File: config.mk
export PLATFORM = sky130hd
export DESIGN_NAME = gbc_out_fifo_flat
export DESIGN_NICKNAME = d
export VERILOG_FILES = /design/src/hdl/gbc_pkg.sv /design/src/hdl/gbc_out_if.sv /design/src/hdl/gbc_out_fifo.sv /design/src/flat_wrapper.sv
export SDC_FILE = /design/constraint.sdc
export NUM_CORES = 1
export LEC_CHECK = 0
export BUFFER_PORTS_ARGS = -buffer_cell sky130_fd_sc_hd__buf_2
export CAP_MARGIN = 0
export CORE_MARGIN = 5
export CORE_UTILIZATION = 40
export CTS_CLUSTER_DIAMETER = 50
export DETAILED_ROUTE_END_ITERATION = 10
export GPL_TIMING_DRIVEN = 0
export SYNTH_ARGS = -nofsm -noshare
export SYNTH_HDL_FRONTEND = slang
export SYNTH_SLANG_ARGS = --single-unit
File: constraint.sdc
create_clock -name clk_i -period 3.8 [get_ports clk_i]
set_input_delay 0.38 -clock clk_i [delete_from_list [all_inputs] [get_ports clk_i]]
set_output_delay 0.38 -clock clk_i [all_outputs]
set_load 0.005 [all_outputs]
File: src/hdl/gbc_pkg.sv
// shared types and constants of the 3x3 binomial blur
package gbc_pkg;

  localparam int unsigned MAX_WIDTH   = 2048;
  localparam int unsigned CHAN_W      = 8;
  localparam int unsigned VSUM_W      = CHAN_W + 2;
  localparam int unsigned HSUM_W      = CHAN_W + 4;
  localparam int unsigned WIDTH_W     = 12;
  localparam int unsigned WIDTH_REG_W = WIDTH_W + 1;
  localparam int unsigned HEIGHT_W    = 16;
  localparam int unsigned CMP_W       = 16;
  localparam int unsigned CFG_IDX_W   = 1;
  localparam int unsigned CFG_DATA_W  = 16;
  localparam int unsigned FIFO_DEPTH  = 8;
  localparam int unsigned FIFO_AW     = $clog2(FIFO_DEPTH);
  localparam int unsigned FIFO_CW     = FIFO_AW + 1;

  localparam logic [CFG_IDX_W-1:0] CFG_IMAGE_WIDTH  = 1'b0;
  localparam logic [CFG_IDX_W-1:0] CFG_IMAGE_HEIGHT = 1'b1;

  // the register has one bit more than the 12-bit configured field; a written width is zero-extended
  localparam logic [WIDTH_REG_W-1:0] WIDTH_RESET  = 13'd2048;
  localparam logic [HEIGHT_W-1:0]    HEIGHT_RESET = 16'd1;

  // channel 3 alpha, 2 red, 1 green, 0 blue
  typedef logic [3:0][CHAN_W-1:0] pixel_t;
  typedef logic [3:0][VSUM_W-1:0] vsum_t;

  typedef struct packed {
    pixel_t upper;
    pixel_t middle;
  } line_t;

  typedef struct packed {
    logic   valid;
    logic   row0;
    logic   flushing;
    logic   col_zero;
    logic   emit_mid;
    logic   emit_last;
    pixel_t pix;
  } stage_t;

  typedef struct packed {
    pixel_t px;
    logic   eor;
    logic   eof;
  } result_t;

  typedef struct packed {
    logic    push_a;
    logic    push_b;
    result_t res_a;
    result_t res_b;
  } push_t;

endpackage

File: src/hdl/gbc_out_if.sv
// result channel of the blur
interface gbc_out_if;
  logic                        valid;
  logic                        ready;
  logic [gbc_pkg::CHAN_W-1:0] out_alpha;
  logic [gbc_pkg::CHAN_W-1:0] out_red;
  logic [gbc_pkg::CHAN_W-1:0] out_green;
  logic [gbc_pkg::CHAN_W-1:0] out_blue;
  logic                        end_of_row;
  logic                        end_of_frame;

  modport source (
    output valid, out_alpha, out_red, out_green, out_blue, end_of_row, end_of_frame,
    input  ready
  );
  modport sink (
    input  valid, out_alpha, out_red, out_green, out_blue, end_of_row, end_of_frame,
    output ready
  );
endinterface

File: src/hdl/gbc_out_fifo.sv
// result queue taking up to two results a cycle
module gbc_out_fifo (
  input  logic                          clk_i,
  input  logic                          rst_ni,
  input  gbc_pkg::push_t                push_i,
  output logic [gbc_pkg::FIFO_CW-1:0]  count_o,
  gbc_out_if.source                     res_o
);

  localparam int unsigned Aw = gbc_pkg::FIFO_AW;
  localparam int unsigned Cw = gbc_pkg::FIFO_CW;

  gbc_pkg::result_t mem_q [gbc_pkg::FIFO_DEPTH];
  logic [Aw-1:0]    wr_ptr_q, wr_ptr_d;
  logic [Aw-1:0]    rd_ptr_q, rd_ptr_d;
  logic [Cw-1:0]    count_q, count_d;
  logic [Aw-1:0]    wr_ptr_b;
  logic [1:0]       n_push;
  logic             pop;

  assign pop      = res_o.valid && res_o.ready;
  assign n_push   = {1'b0, push_i.push_a} + {1'b0, push_i.push_b};
  assign wr_ptr_b = push_i.push_a ? Aw'(wr_ptr_q + 1'b1) : wr_ptr_q;

  always_ff @(posedge clk_i) begin
    if (push_i.push_a) begin
      mem_q[wr_ptr_q] <= push_i.res_a;
    end
    if (push_i.push_b) begin
      mem_q[wr_ptr_b] <= push_i.res_b;
    end
  end

  always_comb begin
    wr_ptr_d = Aw'(wr_ptr_q + Aw'(n_push));
    rd_ptr_d = Aw'(rd_ptr_q + Aw'(pop));
    count_d  = Cw'(count_q + Cw'(n_push) - Cw'(pop));
  end

  always_ff @(posedge clk_i or negedge rst_ni) begin
    if (!rst_ni) begin
      wr_ptr_q <= '0;
      rd_ptr_q <= '0;
      count_q  <= '0;
    end else begin
      wr_ptr_q <= wr_ptr_d;
      rd_ptr_q <= rd_ptr_d;
      count_q  <= count_d;
    end
  end

  assign count_o            = count_q;
  assign res_o.valid        = (count_q != '0);
  assign res_o.out_alpha    = mem_q[rd_ptr_q].px[3];
  assign res_o.out_red      = mem_q[rd_ptr_q].px[2];
  assign res_o.out_green    = mem_q[rd_ptr_q].px[1];
  assign res_o.out_blue     = mem_q[rd_ptr_q].px[0];
  assign res_o.end_of_row   = mem_q[rd_ptr_q].eor;
  assign res_o.end_of_frame = mem_q[rd_ptr_q].eof;

  a_count_bound: assert property (@(posedge clk_i) disable iff (!rst_ni)
    count_q <= Cw'(gbc_pkg::FIFO_DEPTH))
    else $error("result queue overfilled");

endmodule

File: src/flat_wrapper.sv
// flat-port wrapper written by rule: the top's interface ports become plain ports
module gbc_out_fifo_flat 
  (clk_i, rst_ni, push_i, count_o, res_o_valid, res_o_out_alpha, res_o_out_red, res_o_out_green, res_o_out_blue, res_o_end_of_row, res_o_end_of_frame, res_o_ready);
  gbc_out_if res_o_i ();
  input  logic clk_i;
  input  logic rst_ni;
  input  gbc_pkg::push_t push_i;
  output logic [gbc_pkg::FIFO_CW-1:0] count_o;
  output wire logic [$bits(res_o_i.valid)-1:0] res_o_valid;
  output wire logic [$bits(res_o_i.out_alpha)-1:0] res_o_out_alpha;
  output wire logic [$bits(res_o_i.out_red)-1:0] res_o_out_red;
  output wire logic [$bits(res_o_i.out_green)-1:0] res_o_out_green;
  output wire logic [$bits(res_o_i.out_blue)-1:0] res_o_out_blue;
  output wire logic [$bits(res_o_i.end_of_row)-1:0] res_o_end_of_row;
  output wire logic [$bits(res_o_i.end_of_frame)-1:0] res_o_end_of_frame;
  input wire logic [$bits(res_o_i.ready)-1:0] res_o_ready;
  assign res_o_valid = res_o_i.valid;
  assign res_o_out_alpha = res_o_i.out_alpha;
  assign res_o_out_red = res_o_i.out_red;
  assign res_o_out_green = res_o_i.out_green;
  assign res_o_out_blue = res_o_i.out_blue;
  assign res_o_end_of_row = res_o_i.end_of_row;
  assign res_o_end_of_frame = res_o_i.end_of_frame;
  assign res_o_i.ready = res_o_ready;
  gbc_out_fifo u_core (.clk_i(clk_i), .rst_ni(rst_ni), .push_i(push_i), .count_o(count_o), .res_o(res_o_i));
endmodule
Yosys cells after proc, flatten, opt, wreduce, memory -nomap -nowiden:

Memory sizes are Yosys's and may differ from the RTL's.
Cells that the tools add are included.
Widths: inputs -> output; s select.

* add/sub/neg operators: 6
* multiply operators: 0
* divide/modulo/power cells: 0
* $lt $le $gt $ge: 0
* equality and inequality tests: 0
* shifts and indexed selects: 0
* multiplexer cells: 5
* bitwise operators: 0
* reductions and logical operators: 2

Operator list (number)
* $add 4x2->4: 1
* $mux 1: 4
* $reduce_bool 4->1: 1
* $sub 4x1->4: 1
* $add 3x1->3: 1
* $add 3x1->3 const B: 1
* $add 3x2->3: 1
* $mux 3: 1
* $add 1x1->2: 1
* $logic_and 1x1->1: 1

* flip-flop bits (word level): 10
* bits in latches: 0
* bits in writable memories: 272
* ROM bits: 0
* bits of input ports: 73
* output and inout bits: 39
* word-level logic and storage cells: 17
* memories kept: 1

Memories
* u_core.mem_q: words 8, width 34, read ports 1, clocked after memory_dff 0, wr ports 2, RTL line gbc_out_fifo.sv:13 `gbc_pkg::result_t mem_q [gbc_pkg::FIFO_DEPTH];`

Logic depth before layout (Yosys ltp):

* depth after elaboration: 3
* depth in mapped cells: 9
* gate-level depth less buffers: 9

Worst setup path before layout:

No wires, ideal clock.

* path type: reg2reg
* start point: register u_core.wr_ptr_q[0]
* end point: memory u_core.mem_q[0][0] (netlist name), enable pin
* arrival time: 3.655 ns
* data required time: 3.323 ns
* setup slack: -0.332 ns
* stages on the path, launching flop included: 6
* period minus slack after synthesis: 4.132 ns
* path through: dfrtp_1 -> buf_2 -> nand2b_1 -> clkbuf_1 -> clkbuf_1 -> o31ai_1

RTL lines
* start: declaration: RTL line gbc_out_fifo.sv:14 `logic [Aw-1:0] wr_ptr_q, wr_ptr_d;`
* start signal: assignment: RTL line gbc_out_fifo.sv:46 `wr_ptr_q <= wr_ptr_d;`
* end: declaration: RTL line gbc_out_fifo.sv:13

Worst setup path in the final report:

* start point: register u_core.rd_ptr_q[1]
* end point: output res_o_out_red[6]

* cells in the longest elaborated chain, start to end: 1

RTL lines
* start: declaration: RTL line gbc_out_fifo.sv:15 `logic [Aw-1:0] rd_ptr_q, rd_ptr_d;`
* start signal: assignment: RTL line gbc_out_fifo.sv:47 `rd_ptr_q <= rd_ptr_d;`
* $mem_v2 8x34
* end: declaration: RTL line flat_wrapper.sv:11 `output wire logic [$bits(res_o_i.out_red)-1:0] res_o_out_red;`

No other way between the ends.

==> results by group <==
Run status
  – Status: finished, final reports clean

Setup path
  – Worst path required time: 3420 ps
  – Reg2Reg Launch Point: u_core.wr_ptr_q[0]
  – Critical path peak fanout: 10
  – CP top delay family: buffers and inverters
  – Max incr delay on CP: 650 ps
  – Worst path arrival time: 3160 ps
  – Slowest-stage cell, CP: clkbuf_1
  – Crit-path cells: clkbuf_1, clkbuf_1, buf_2, mux4_2, mux2_2, buf_2
  – Critical path endpoint category: output port
  – Depth of the most critical reg-to-reg path: 7
  – Stages on worst setup path: 6
  – CP startpoint kind: flop
  – Critical path class: flop to output port
  – CP Buf/Inv Count: 4
  – R2R Path End: u_core.mem_q[5][7]
  – R2r setup slk: 330 ps

Placement
  – Placement Setup Slack: 400 ps
  – RD Place Congestion: 0.885
  – IO Port Bufs: 111
  – DP Area: 16800 µm²
  – Post-DP HPWL: 32500 µm
  – Dpl cells: 1665

Clock tree
  – Root Buffer: clkbuf_16
  – Skew-Pair Late Insertion Delay: 520 ps
  – Post-CTS Hold Buffers: 1
  – CTS tree: built
  – Worst-path clk slew: 60 ps
  – Sink Count: 282
  – Setup bufs post-CTS: 0
  – CTS max path bufs: 3
  – TritonCTS Buffers: 38
  – Htree depth: 2
  – Resized Gates After CTS: 0

Timing
  – Fmax achieved: 283 MHz
  – Finish-stage setup viols: 0
  – Fin crit share: 93.1%
  – Clock Skews: 14.7 ps
  – Hold WS: 230 ps
  – Worst Tran Pin Value: 961 ps
  – Final min period: 3540 ps
  – Final worst slack: 263 ps
  – Hold Vio Cnt, Final: 0
  – Unrepaired setup endpoints after global routing: false
  – Worst slew margin: 35.5%
  – Max-slew violations: 0

Layout
  – Fin area: 18000 µm²
  – Nets@finish: 1279
  – Fin util: 47.9%
  – Post-Layout Cell Count: 1732
  – Area grow syn2layout: 18.3%
  – Fraction of layout instances using a drive strength above 1: 39.1%
  – Antenna Cells: 0
  – Fillers: 3267

Routing
  – Initial DRC count: 1353
  – Per-cell routed wire length: 27.7 µm
  – Met3 routed WL: 4380 µm
  – Metal-1 WL: 19500 µm
  – Met2 Wirelength: 22400 µm
  – Routed WL: 48100 µm
  – Top layer in use: met5
  – Drt via density: 6.36
  – Drt drc: 0
  – Vias: 11000
  – Final ANT Viol Nets: 0
  – Pre-antenna DRT Iters: 6

Power and ir drop
  – Seq pwr share: 31.0%
  – Sw Share: 39.1%
  – Comb power frac: 47.1%
  – P_int: 9.65 mW
  – P per Cell Area: 880 nW/µm²
  – Psw: 6.18 mW
  – Worst vdd ir: 0.517 mV
  – Leakage Power: 5.78 nW
  – Clock share of power: 21.9%

Worst hold path
  – Worst Hold Launch: push_i[18]
  – Cell count of the worst hold path: 2
  – Hold WC Path Type: input pin to flop
  – WHS Endpoint: u_core.mem_q[6][18]

Floorplan
  – Die H: 205 µm
  – Initial Utilization: 40.5%
  – Core Box Area: 37600 µm²
  – DIE AREA: 42000 µm²
  – Die width: 205 µm
  – IO Pins: 112
  – Rows: 71

Yosys
  – Yosys reg bits: 282
  – Syn avg cell area: 14.8 µm²
  – Sequential fraction of the synthesis area: 55.3%
  – Synth Warn #: 0
  – Synth unique cells: 42
  – Top_reg_cell synth: edfxtp_1
  – Synth top area share: 53.7%
  – EDFF count, synth: 272
  – Area leader, netlist: edfxtp_1
  – Post-Syn Nets: 1114
  – Top-count cell post-synth: edfxtp_1
  – Gate Count Post-Synth: 1030
  – Post-synthesis async set-or-reset flop share: 3.55%
  – Ranking of synthesized cells by area: edfxtp_1, mux2_2, o211ai_1
  – Synth Cell Area: 15200 µm²
  – Commonest cells in the netlist: edfxtp_1, o211ai_1, mux2_2

Global route
  – Vias in the first global route: 11500
  – First-pass GRT wire length: 72300 µm
  – Antenna violations before repair: 4
  – Largest net degree at the start of global routing: 20
  – All-layer global routing usage: 22.7%
  – Grt ovf: 0

Job
  – Total of max-cap violations: 0
-- metal layers --
metal	track usage (%)	up-vias
li1	-	4633
met1	31.1	5524
met2	36.5	702
met3	4.45	154
met4	7.78	8
met5	0	-
-- worst max-delay path by stage --
| stage | start | slack [ps] | endpoint |
|---|---|---|---|
| 6_report | u_core.rd_ptr_q[1] | 260 | res_o_out_red[6] |
| 5_1_grt | u_core.rd_ptr_q[1] | 180 | res_o_out_alpha[0] |
| 4_1_cts | u_core.rd_ptr_q[1] | 190 | res_o_out_red[6] |
| 3_5_place_dp | push_i[69] | 400 | u_core.mem_q[5][29] |
| 3_3_place_gp | u_core.wr_ptr_q[0] | -3290 | u_core.mem_q[4][9] |
| 2_1_floorplan | u_core.wr_ptr_q[0] | -210 | u_core.mem_q[4][0] |
-- worst register-to-register path: stages (launching register included) --
cell and delay, ps:
dfrtp_1 410, ha_1 360, mux2i_1 450, buf_2 350, buf_2 340, nand2_1 200
o22ai_4 780, buf_16 260
-- cell type report --
type                    count  area [µm²]  share of cell area, %
clock inverters            23         219                   1.22
flip-flops and latches    282        8420                   46.8
repair buffers            125         826                   4.59
multi-input cells         637        6350                   35.3
clock buffers              43         991                   5.51
well taps                 511         639                   3.55
plain buffers             102         524                   2.91
inverters                   9        33.8                  0.188
-- cells in the final DEF, fill, tap and decap left out, types with 10 or more instances in the layout --
master and n:
buf_2 142, buf_6 13, clkbuf_1 60, clkbuf_16 39, dfrtp_1 10, edfxtp_1 272, mux2_2 162, mux4_2 68
nand3_1 68, o211ai_1 204, o21ai_0 60
-- per-stage QoR --
step | power [mW] | setup TNS, ps
final | 15.8 | 0
after global routing | 16.5 | 0
after CTS | 15.9 | 0
after detailed placement | 12.4 | 0
after global placement | 12.0 | -660910
after floorplan | 9.41 | -21400
-- power by group through the flow --
| stage | clock (mW) | sequential [mW] | combinational [mW] |
|---|---|---|---|
| after global routing | 3.64 | 4.98 | 7.89 |
| after detailed placement | 0 | 4.98 | 7.39 |
| after floorplan | 0 | 4.96 | 4.45 |
| after global placement | 0 | 5.11 | 6.92 |
| after CTS | 3.51 | 4.92 | 7.43 |
| final | 3.47 | 4.91 | 7.46 |
-- sequential cells by signal, indices dropped and copies added, names as in the netlist --
register / cells
u_core.mem_q: 272
u_core.wr_ptr_q: 3
u_core.rd_ptr_q: 3
u_core.count_o: 4
-- cells by family (layout without fill, tap and decap cells) --
| group | Yosys count | count (layout) | synth area share (%) |
|---|---|---|---|
| multiplexers | 241 | 241 | 22.9 |
| flip-flops | 282 | 282 | 55.3 |
| XOR/XNOR | 7 | 7 | 0.403 |
| AND/OR/NAND/NOR | 88 | 88 | 3.11 |
| buffers and inverters | 111 | 302 | 3.67 |
| AO/OA/AOI/OAI | 290 | 290 | 13.6 |
| adder cells (fa/ha/maj) | 11 | 11 | 1.00 |
Note: power is estimated with default switching activity, not from simulation.
