`src/hdl/gbc_pkg.sv`:
```
// shared types and constants of the 3x3 binomial blur
package gbc_pkg;

  localparam int unsigned MAX_WIDTH   = 2048;
  localparam int unsigned CHAN_W      = 8;
  localparam int unsigned VSUM_W      = CHAN_W + 2;
  localparam int unsigned HSUM_W      = CHAN_W + 4;
  localparam int unsigned WIDTH_W     = 12;
  localparam int unsigned WIDTH_REG_W = WIDTH_W + 1;
  localparam int unsigned HEIGHT_W    = 16;
  localparam int unsigned CMP_W       = 16;
  localparam int unsigned CFG_IDX_W   = 1;
  localparam int unsigned CFG_DATA_W  = 16;
  localparam int unsigned FIFO_DEPTH  = 8;
  localparam int unsigned FIFO_AW     = $clog2(FIFO_DEPTH);
  localparam int unsigned FIFO_CW     = FIFO_AW + 1;

  localparam logic [CFG_IDX_W-1:0] CFG_IMAGE_WIDTH  = 1'b0;
  localparam logic [CFG_IDX_W-1:0] CFG_IMAGE_HEIGHT = 1'b1;

  // the register has one bit more than the 12-bit configured field; a written width is zero-extended
  localparam logic [WIDTH_REG_W-1:0] WIDTH_RESET  = 13'd2048;
  localparam logic [HEIGHT_W-1:0]    HEIGHT_RESET = 16'd1;

  // channel 3 alpha, 2 red, 1 green, 0 blue
  typedef logic [3:0][CHAN_W-1:0] pixel_t;
  typedef logic [3:0][VSUM_W-1:0] vsum_t;

  typedef struct packed {
    pixel_t upper;
    pixel_t middle;
  } line_t;

  typedef struct packed {
    logic   valid;
    logic   row0;
    logic   flushing;
    logic   col_zero;
    logic   emit_mid;
    logic   emit_last;
    pixel_t pix;
  } stage_t;

  typedef struct packed {
    pixel_t px;
    logic   eor;
    logic   eof;
  } result_t;

  typedef struct packed {
    logic    push_a;
    logic    push_b;
    result_t res_a;
    result_t res_b;
  } push_t;

endpackage

```
`src/hdl/gbc_window.sv`:
```
// 3x3 window of column sums and the two blur results of one request
module gbc_window (
  input  logic             clk_i,
  input  logic             rst_ni,
  input  gbc_pkg::stage_t  stage_i,
  input  gbc_pkg::pixel_t  upper_i,
  input  gbc_pkg::pixel_t  middle_i,
  output gbc_pkg::push_t   push_o
);

  function automatic gbc_pkg::vsum_t vert_sum(gbc_pkg::pixel_t t, gbc_pkg::pixel_t m,
                                              gbc_pkg::pixel_t b);
    gbc_pkg::vsum_t s;
    for (int ch = 0; ch < 4; ch++) begin
      s[ch] = {2'b00, t[ch]} + {1'b0, m[ch], 1'b0} + {2'b00, b[ch]};
    end
    return s;
  endfunction

  function automatic gbc_pkg::pixel_t blur(gbc_pkg::vsum_t l, gbc_pkg::vsum_t c,
                                           gbc_pkg::vsum_t r);
    gbc_pkg::pixel_t             o;
    logic [gbc_pkg::HSUM_W-1:0] h;
    for (int ch = 0; ch < 4; ch++) begin
      h     = {2'b00, l[ch]} + {1'b0, c[ch], 1'b0} + {2'b00, r[ch]};
      o[ch] = h[gbc_pkg::HSUM_W-1:4];
    end
    return o;
  endfunction

  gbc_pkg::pixel_t pix;
  gbc_pkg::vsum_t  v;
  gbc_pkg::vsum_t  left;
  gbc_pkg::vsum_t  centre;
  gbc_pkg::vsum_t  c1_q;
  gbc_pkg::vsum_t  c2_q;

  // on flush the row below repeats the middle row
  assign pix    = stage_i.flushing ? middle_i : stage_i.pix;
  assign v      = vert_sum(upper_i, middle_i, pix);
  assign left   = stage_i.col_zero ? v : c1_q;
  assign centre = stage_i.col_zero ? v : c2_q;

  always_ff @(posedge clk_i or negedge rst_ni) begin
    if (!rst_ni) begin
      c1_q <= '0;
      c2_q <= '0;
    end else if (stage_i.valid && !stage_i.row0) begin
      c1_q <= centre;
      c2_q <= v;
    end
  end

  always_comb begin
    push_o.push_a    = stage_i.valid && stage_i.emit_mid;
    push_o.push_b    = stage_i.valid && stage_i.emit_last;
    push_o.res_a.px  = blur(left, centre, v);
    push_o.res_a.eor = 1'b0;
    push_o.res_a.eof = 1'b0;
    push_o.res_b.px  = blur(centre, v, v);
    push_o.res_b.eor = 1'b1;
    push_o.res_b.eof = stage_i.flushing;
  end

endmodule

```
`config.mk`:
```
export PLATFORM = sky130hd
export DESIGN_NAME = gbc_window
export DESIGN_NICKNAME = d
export VERILOG_FILES = /design/src/hdl/gbc_pkg.sv /design/src/hdl/gbc_window.sv
export SDC_FILE = /design/constraint.sdc
export NUM_CORES = 1
export LEC_CHECK = 0
export BUFFER_PORTS_ARGS = -buffer_cell sky130_fd_sc_hd__buf_2
export CAP_MARGIN = 5
export CORE_MARGIN = 4
export CORE_UTILIZATION = 60
export CTS_BUF_LIST = sky130_fd_sc_hd__clkbuf_4
export DETAILED_ROUTE_END_ITERATION = 16
export PLACE_DENSITY = 0.84
export REMOVE_ABC_BUFFERS = 1
export SYNTH_ARGS = -nofsm -noshare
export SYNTH_HDL_FRONTEND = slang
export SYNTH_SLANG_ARGS = --single-unit
```
`constraint.sdc`:
```
create_clock -name clk_i -period 18 [get_ports clk_i]
set_input_delay 2.7 -clock clk_i [delete_from_list [all_inputs] [get_ports clk_i]]
set_output_delay 2.7 -clock clk_i [all_outputs]
set_load 0.05 [all_outputs]
```
Yosys cells after proc, flatten, opt, wreduce, memory -nomap -nowiden
Cells that the tools add are included.

word-level totals
  logic and storage cells = 39
  bits of input ports = 104
  flip-flop bits (word level) = 80

operators by class
  add/subtract/negate cells = 24
  multiplexer cells = 3
  reductions and logical operators = 4

operators by type and width
  kind                                       number
  10-bit by 11-bit adder with 12-bit output  8
  12-bit by 10-bit adder with 12-bit output  8
  40-bit two-way mux                         2
  10-bit by 8-bit adder with 10-bit output   4
  8-bit by 9-bit adder with 10-bit output    4
  32-bit two-way mux                         1
  1-bit logical AND                          3
  1-bit zero test                            1

Logic depth before layout (Yosys ltp)
Gate-level depths: netlist of the first run.

  depth after elaboration = 5
  gate-level depth with buffers = 21

Worst setup path before layout of the first run
OpenSTA, ideal clock, no wires.

  kind = input to output
  from = input stage_i[35] in the netlist's numbering
  to = output push_o[47] in the netlist's numbering
  path buffers = 2
  cell stages on the path = 17
  data arrival time = 8.186 ns
  slack = 7.114 ns
  cells stage by stage = clkbuf_1 > clkbuf_1 > mux2i_1 > fa_1 > inv_1 > ha_1 > fa_1 > a211oi_1 > nor2_1 > or4b_2 > nand3_1 > nand2_1 > o21ai_0 > fa_1 > ha_1 > and4_1 > a211oi_1

RTL lines
  what         line             source
  from (decl)  gbc_window.sv:5  input gbc_pkg::stage_t stage_i,
  to (decl)    gbc_window.sv:8  output gbc_pkg::push_t push_o

==> results of run 1 <==
==> cell families (layout without fill, tap and decap cells) <==
logic type               count (synthesis)  after routing  synth area share (%)
multiplexers                            70             70                  7.68
buffers and inverters                  113            265                  4.41
adder cells (fa/ha/maj)                212            212                  32.7
XOR/XNOR                                62             62                  5.31
AO/OA/AOI/OAI                          277            277                  17.0
flip-flops                              80             80                  19.6
other                                    2              5                0.0734
AND/OR/NAND/NOR                        302            302                  13.3
==> layout make-up <==
type	count	area [um^2]	share of cell area [%]
Clock inverter	6	60.1	0.528
Inverter	76	285	2.51
Sequential cell	80	2000	17.6
Tap cell	220	275	2.42
Timing Repair Buffer	173	878	7.73
Multi-Input combinational cell	926	7790	68.5
Antenna cell	2	5.00	0.0440
Clock buffer	10	75.1	0.660
==> sequential cells by signal, indices dropped and copies added, names as in the netlist <==
signal	count
c2_q	40
c1_q	40
==> synth_stat cells, types with 27 or more instances <==
cell type,count
a211oi_1,27
a21oi_1,47
clkbuf_1,27
dfrtp_1,80
fa_1,92
ha_1,120
inv_1,76
mux2_2,60
nand2_1,127
nor2_1,91
o21ai_0,112
xnor2_1,43
==> layer usage <==
layer / part of all wire [%] / global-route usage, % / vias up
met4: 2.7 / 8.89 / 0
met2: 50 / 43.5 / 188
met5: 0 / 0 / -
met1: 43 / 32.8 / 4145
met3: 3.6 / 3.10 / 51
li1: - / - / 4204
==> stage by stage <==
stage          utilization, %  hold WS (ns)  instances
6_report                 68.3         0.490       1493
4_1_cts                  68.3         0.495       1491
3_5_place_dp             67.5         0.463       1475
5_1_grt                  68.3         0.520       1493
2_1_floorplan               -         0.440       1082
3_3_place_gp             67.5         0.456       1475
==> worst max path at each step <==
stage           startpoint         end  slack, ns  cells after the start
5_1_grt        stage_i[35]  push_o[42]       6.39                     20
3_5_place_dp   stage_i[35]  push_o[50]       6.93                     21
4_1_cts        stage_i[35]  push_o[50]       6.90                     21
2_1_floorplan  stage_i[35]  push_o[47]       7.73                     15
3_3_place_gp   stage_i[35]  push_o[50]       7.07                     21
6_report       stage_i[35]  push_o[50]       6.91                     21
==> worst max-delay path: cells and delay by family <==
| kind | cells | cell delay (ns) |
|---|---|---|
| fa+ha+maj | 5 | 2.02 |
| mux | 1 | 0.20 |
| buf+inv | 3 | 0.92 |
| xor+xnor | 1 | 0.12 |
| simple gates | 7 | 1.63 |
| compound gates | 4 | 0.76 |
==> impl_metrics.tcl, run 1 <==
set metrics [dict create \
    io_pins 174 \
    fillCellCount 1336 \
    finalNetCount 1582 \
    cp_slowest_cell "buf_2" \
    rsz0062_at_grt "false" \
    mostFrequentLayoutCells "168 x buf_2, 127 x nand2_1, 120 x ha_1" \
    post-route-cell-area_mm2 0.0114 \
    status "finished, final reports clean" \
    dp_hpwl_um 19000 \
    cts_max_level 3 \
    io_buffers 170 \
    cts_resized 0 \
    worst_slack_ns 6.91 \
    crit_chain "buf_2 -> mux2i_1 -> fa_1 -> inv_1 -> ha_1 -> fa_1 -> a211oi_1 -> nor2_1 -> or4b_2 -> nand3_1 -> nand2_1 -> o21ai_0 -> fa_1 -> ha_1 -> o21ai_0 -> nor2_1 -> or3_1 -> o221a_2 -> nor2_1 -> xnor2_1 -> buf_2" \
    gp_congestion 0.879 \
    min_period_ns 11.09 \
    crit_fanout 33 \
    row_count 47 \
    worst_ep_arrival_time_ns 8.39 \
    synth_edf_count 0 \
    synth-seq-cells 80 \
    synthFlopType "dfrtp_1" \
    syn_inst 1118 \
    start_kind "input port" \
    drv_slew 0 \
    grtUsageTotal_pct 25.2 \
    wl_um 23500 \
    critical-path-max-stage-delay_ns 0.61 \
    hold_class "reg2reg" \
    final-hold-violation-count 0 \
    yosys.area.top_type "dfrtp_1" \
    antenna_left 0 \
    crit_type "in2out" \
    clock_sinks 80 \
    regToRegStartpoint "c2_q[34]" \
    postCtsSetupBuffers 0 \
    post-route-period-util_pct 61.6 \
    min_to "c2_q[28]" \
    grt_antenna_before_repair 2 \
    synth_area_leaders "dfrtp_1 20%, fa_1 18%, ha_1 15%" \
    path_clk_slew_ns 0.12 \
    skew_ns 0.0114 \
    yosysTopAreaCellShare_pct 19.6 \
    rr_worst_depth 3 \
    dieArea_mm2 0.0192 \
    holdCritStartpoint "c2_q[28]" \
    ys_seq_area_share_pct 19.6 \
    synth_cell_types 60 \
    worstPathRequired_ns 15.30 \
    post_drt_wl_per_cell_um 15.8 \
    syn_area_per_cell_um2 9.15 \
    hold_buffers 0 \
    grt_max_degree 86 \
    syn_area_mm2 0.0102 \
    fin_tns_setup_ns 0 \
    vias 8588 \
    cts_buffers 9 \
    slew_headroom_pct 27.0 \
    core_mm2 0.0166 \
    rrSetupSlack_ns 16.74 \
    maxCapViolCount 0 \
    dr.pass1.iters 6 \
    route.detailed.drc 0 \
    syn_to_final_growth_pct 11.2 \
    final_common_cell "buf_2" \
    grt_pass1_wl_um 41000 \
    ys_async_sr_fraction_pct 100 \
    drive_gt1_share_pct 20.9 \
    place_area_mm2 0.0112 \
    clockBufferDepth 2 \
    die_w_um 139 \
    clock_latency_ns 0.46 \
    reg2reg_to "c1_q[34]" \
    report.final.setup_viol 0 \
    cts_tree "yes" \
    vias_per_cell 5.75 \
    holdPathStages 2 \
    clockRootBuffer "clkbuf_4" \
    tightest_slew_ns 1.10 \
    start_util_pct 61.4 \
    grt_overflow 0 \
    ys_warn_count 0 \
    fmax_ghz 0.0901 \
    worstSetupEndpointType "output port" \
    die_h_um 139 \
    grt_pass1_vias 8956 \
    dp_slack_ns 6.93 \
    drtIter0Drc 421 \
]
Power of run 1 is left out: the tool's default activity adds up to more than one toggle a clock period on the data nets, which glitch-free logic cannot reach.
==> run 2, diff against run 1 <==
ABC_AREA = 1   (was unset)
PLACE_DENSITY = 0.83   (was 0.84)
clock period = 10.45 ns   (was 18 ns; I/O delays follow)
==> run 2 against run 1 <==
Global-route usage increased by 0.48 points. Utilization decreased by 1.1 points. Critical path depth increased by 5. Routed wire length increased by 16%. Design area increased by 11%. Highest routed layer unchanged.
==> impl_metrics.tcl, run 2 <==
set metrics [dict create \
    post-route-period-util_pct 77.4 \
    critical-path-max-stage-delay_ns 0.69 \
    dp_cells 1976 \
    cp_slowest_cell "buf_2" \
    fmax_ghz 0.124 \
    grt_antenna_before_repair 1 \
    syn_inst 1606 \
    skew_ns 0.0224 \
    route.met3.wl_um 1410 \
    clockRootBuffer "clkbuf_4" \
    drv_slew 0 \
    worstSetupEndpointType "output port" \
    wl_met2_um 13900 \
    row_count 50 \
    dp_slack_ns 2.37 \
    place_area_mm2 0.0125 \
    rr_worst_depth 4 \
    route.detailed.drc 0 \
    final_common_cell "nand2_1" \
    post-route-cell-area_mm2 0.0126 \
    synth-seq-cells 80 \
    status "finished, final reports clean" \
    die_w_um 146 \
    post_drt_wl_per_cell_um 13.7 \
    wl_um 27400 \
    mostFrequentLayoutCells "502 x nand2_1, 217 x inv_1, 169 x buf_2" \
    core_mm2 0.0188 \
    grt_pass1_wl_um 46600 \
    finalNetCount 2069 \
    crit_fanout 37 \
    io_buffers 170 \
    reg2reg_to "c1_q[14]" \
    fin_tns_setup_ns 0 \
    grt_pass1_vias 10370 \
    top_layer_used "met4" \
    min_period_ns 8.09 \
    yosysMostFrequentCell "nand2_1" \
    yosysTopAreaCellShare_pct 17.4 \
    synth_simple_gate_area_share_pct 27.7 \
    netlist_top_cells_count "502 x nand2_1, 217 x inv_1, 120 x ha_1, 112 x nand3_1, 93 x a21oi_1" \
    grt_overflow 0 \
    clock_sinks 80 \
    drtIter0Drc 605 \
    grtUsageTotal_pct 25.6 \
    path_clk_slew_ns 0.12 \
    slew_headroom_pct 27.7 \
    vias 10727 \
    final-hold-violation-count 0 \
    die_h_um 146 \
    worstPathRequired_ns 8.88 \
    clockBufferDepth 2 \
    synthAdderAreaFrac_pct 29.1 \
    synth_cell_types 44 \
    maxCapViolCount 0 \
    start_kind "input port" \
    syn_area_per_cell_um2 7.16 \
    synth_edf_count 0 \
    synth_top_family_by_area "adder cells" \
    fillCellCount 1646 \
    io_pins 174 \
    syn_area_mm2 0.0115 \
    clock_latency_ns 0.47 \
    min_to "c1_q[39]" \
    worst_slack_ns 2.36 \
    cts_tree "yes" \
    dieArea_mm2 0.0214 \
    synth_area_leaders "dfrtp_1 17%, nand2_1 16%, fa_1 16%" \
    ys_seq_area_share_pct 17.4 \
    regToRegStartpoint "c2_q[14]" \
    cts_max_level 3 \
    synthFlopType "dfrtp_1" \
    start_util_pct 61.3 \
    yosys.area.top_type "dfrtp_1" \
    synthMuxAreaShare_pct 2.70 \
    holdCritStartpoint "c1_q[39]" \
    largestRegisters "c1_q (40), c2_q (40)" \
    vias_per_cell 5.38 \
    cts_buffers 9 \
    stdcell_count 1994 \
    rsz0062_at_grt "false" \
    report.final.setup_viol 0 \
    postCtsSetupBuffers 0 \
    synth-compound-area-share_pct 10.9 \
    grt_max_degree 92 \
    hold_class "reg2reg" \
    crit_type "in2out" \
    syn_to_final_growth_pct 9.69 \
    holdPathStages 2 \
    antenna_left 0 \
    rrSetupSlack_ns 9.28 \
    dp_hpwl_um 22000 \
    gp_congestion 0.891 \
    cts_resized 0 \
    dr.pass1.iters 5 \
    tightest_slew_ns 1.08 \
    yosys.area_share.xor_xnor_pct 3.31 \
    wl_met1_um 11800 \
    drive_gt1_share_pct 14.2 \
    hold_buffers 0 \
    ys_async_sr_fraction_pct 100 \
    worst_ep_arrival_time_ns 6.52 \
    ys_warn_count 0 \
]
[run 2: worst max-delay path by stage]
stage / from / endpoint / cells after the start
floorplan: stage_i[35] / push_o[66] / 15
global placement: stage_i[35] / push_o[66] / 17
detailed placement: stage_i[35] / push_o[66] / 17
CTS: stage_i[35] / push_o[66] / 17
global route: stage_i[35] / push_o[50] / 24
finish: stage_i[35] / push_o[59] / 26
[run 2: layout make-up]
type	count	area [um^2]	area share [%]
Multi-Input combinational cell	1270	8480	67.2
Inverter	219	822	6.52
Clock inverter	6	60.1	0.476
Antenna cell	2	5.00	0.0397
Clock buffer	10	75.1	0.595
Tap cell	234	293	2.32
Timing Repair Buffer	173	876	6.95
Sequential cell	80	2000	15.9
[run 2: stage by stage]
step	hold slack [ns]	utilization, %
after global placement	0.455	66.4
after floorplan	0.442	-
after global routing	0.519	67.2
after CTS	0.491	67.2
final	0.487	67.2
after detailed placement	0.460	66.4
[run 2: per-layer routing]
metal  GRT usage [%]  vias to the layer above
li1                -                     5434
met1            32.6                     4980
met2            46.8                      285
met3            3.29                       28
met4            5.32                        0
met5               0                        -
[run 2: worst max-delay path, delay by kind of cell]
| family | cells | cell delay [ns] |
|---|---|---|
| adders and majority gates | 5 | 1.84 |
| buffers and inverters | 8 | 1.49 |
| and+or+nand+nor | 9 | 0.71 |
| muxes | 1 | 0.30 |
| AOI/OAI and AO/OA | 2 | 0.30 |
| xor gates and xnor gates | 1 | 0.29 |
[run 2: kinds of logic after synthesis]
group	count (synthesis)
compound gates	224
xor+xnor	40
fa+ha+maj	212
buf+inv	257
flops	80
mux	28
other cells	2
simple gates	763
Power of run 2 is left out for the same reason.
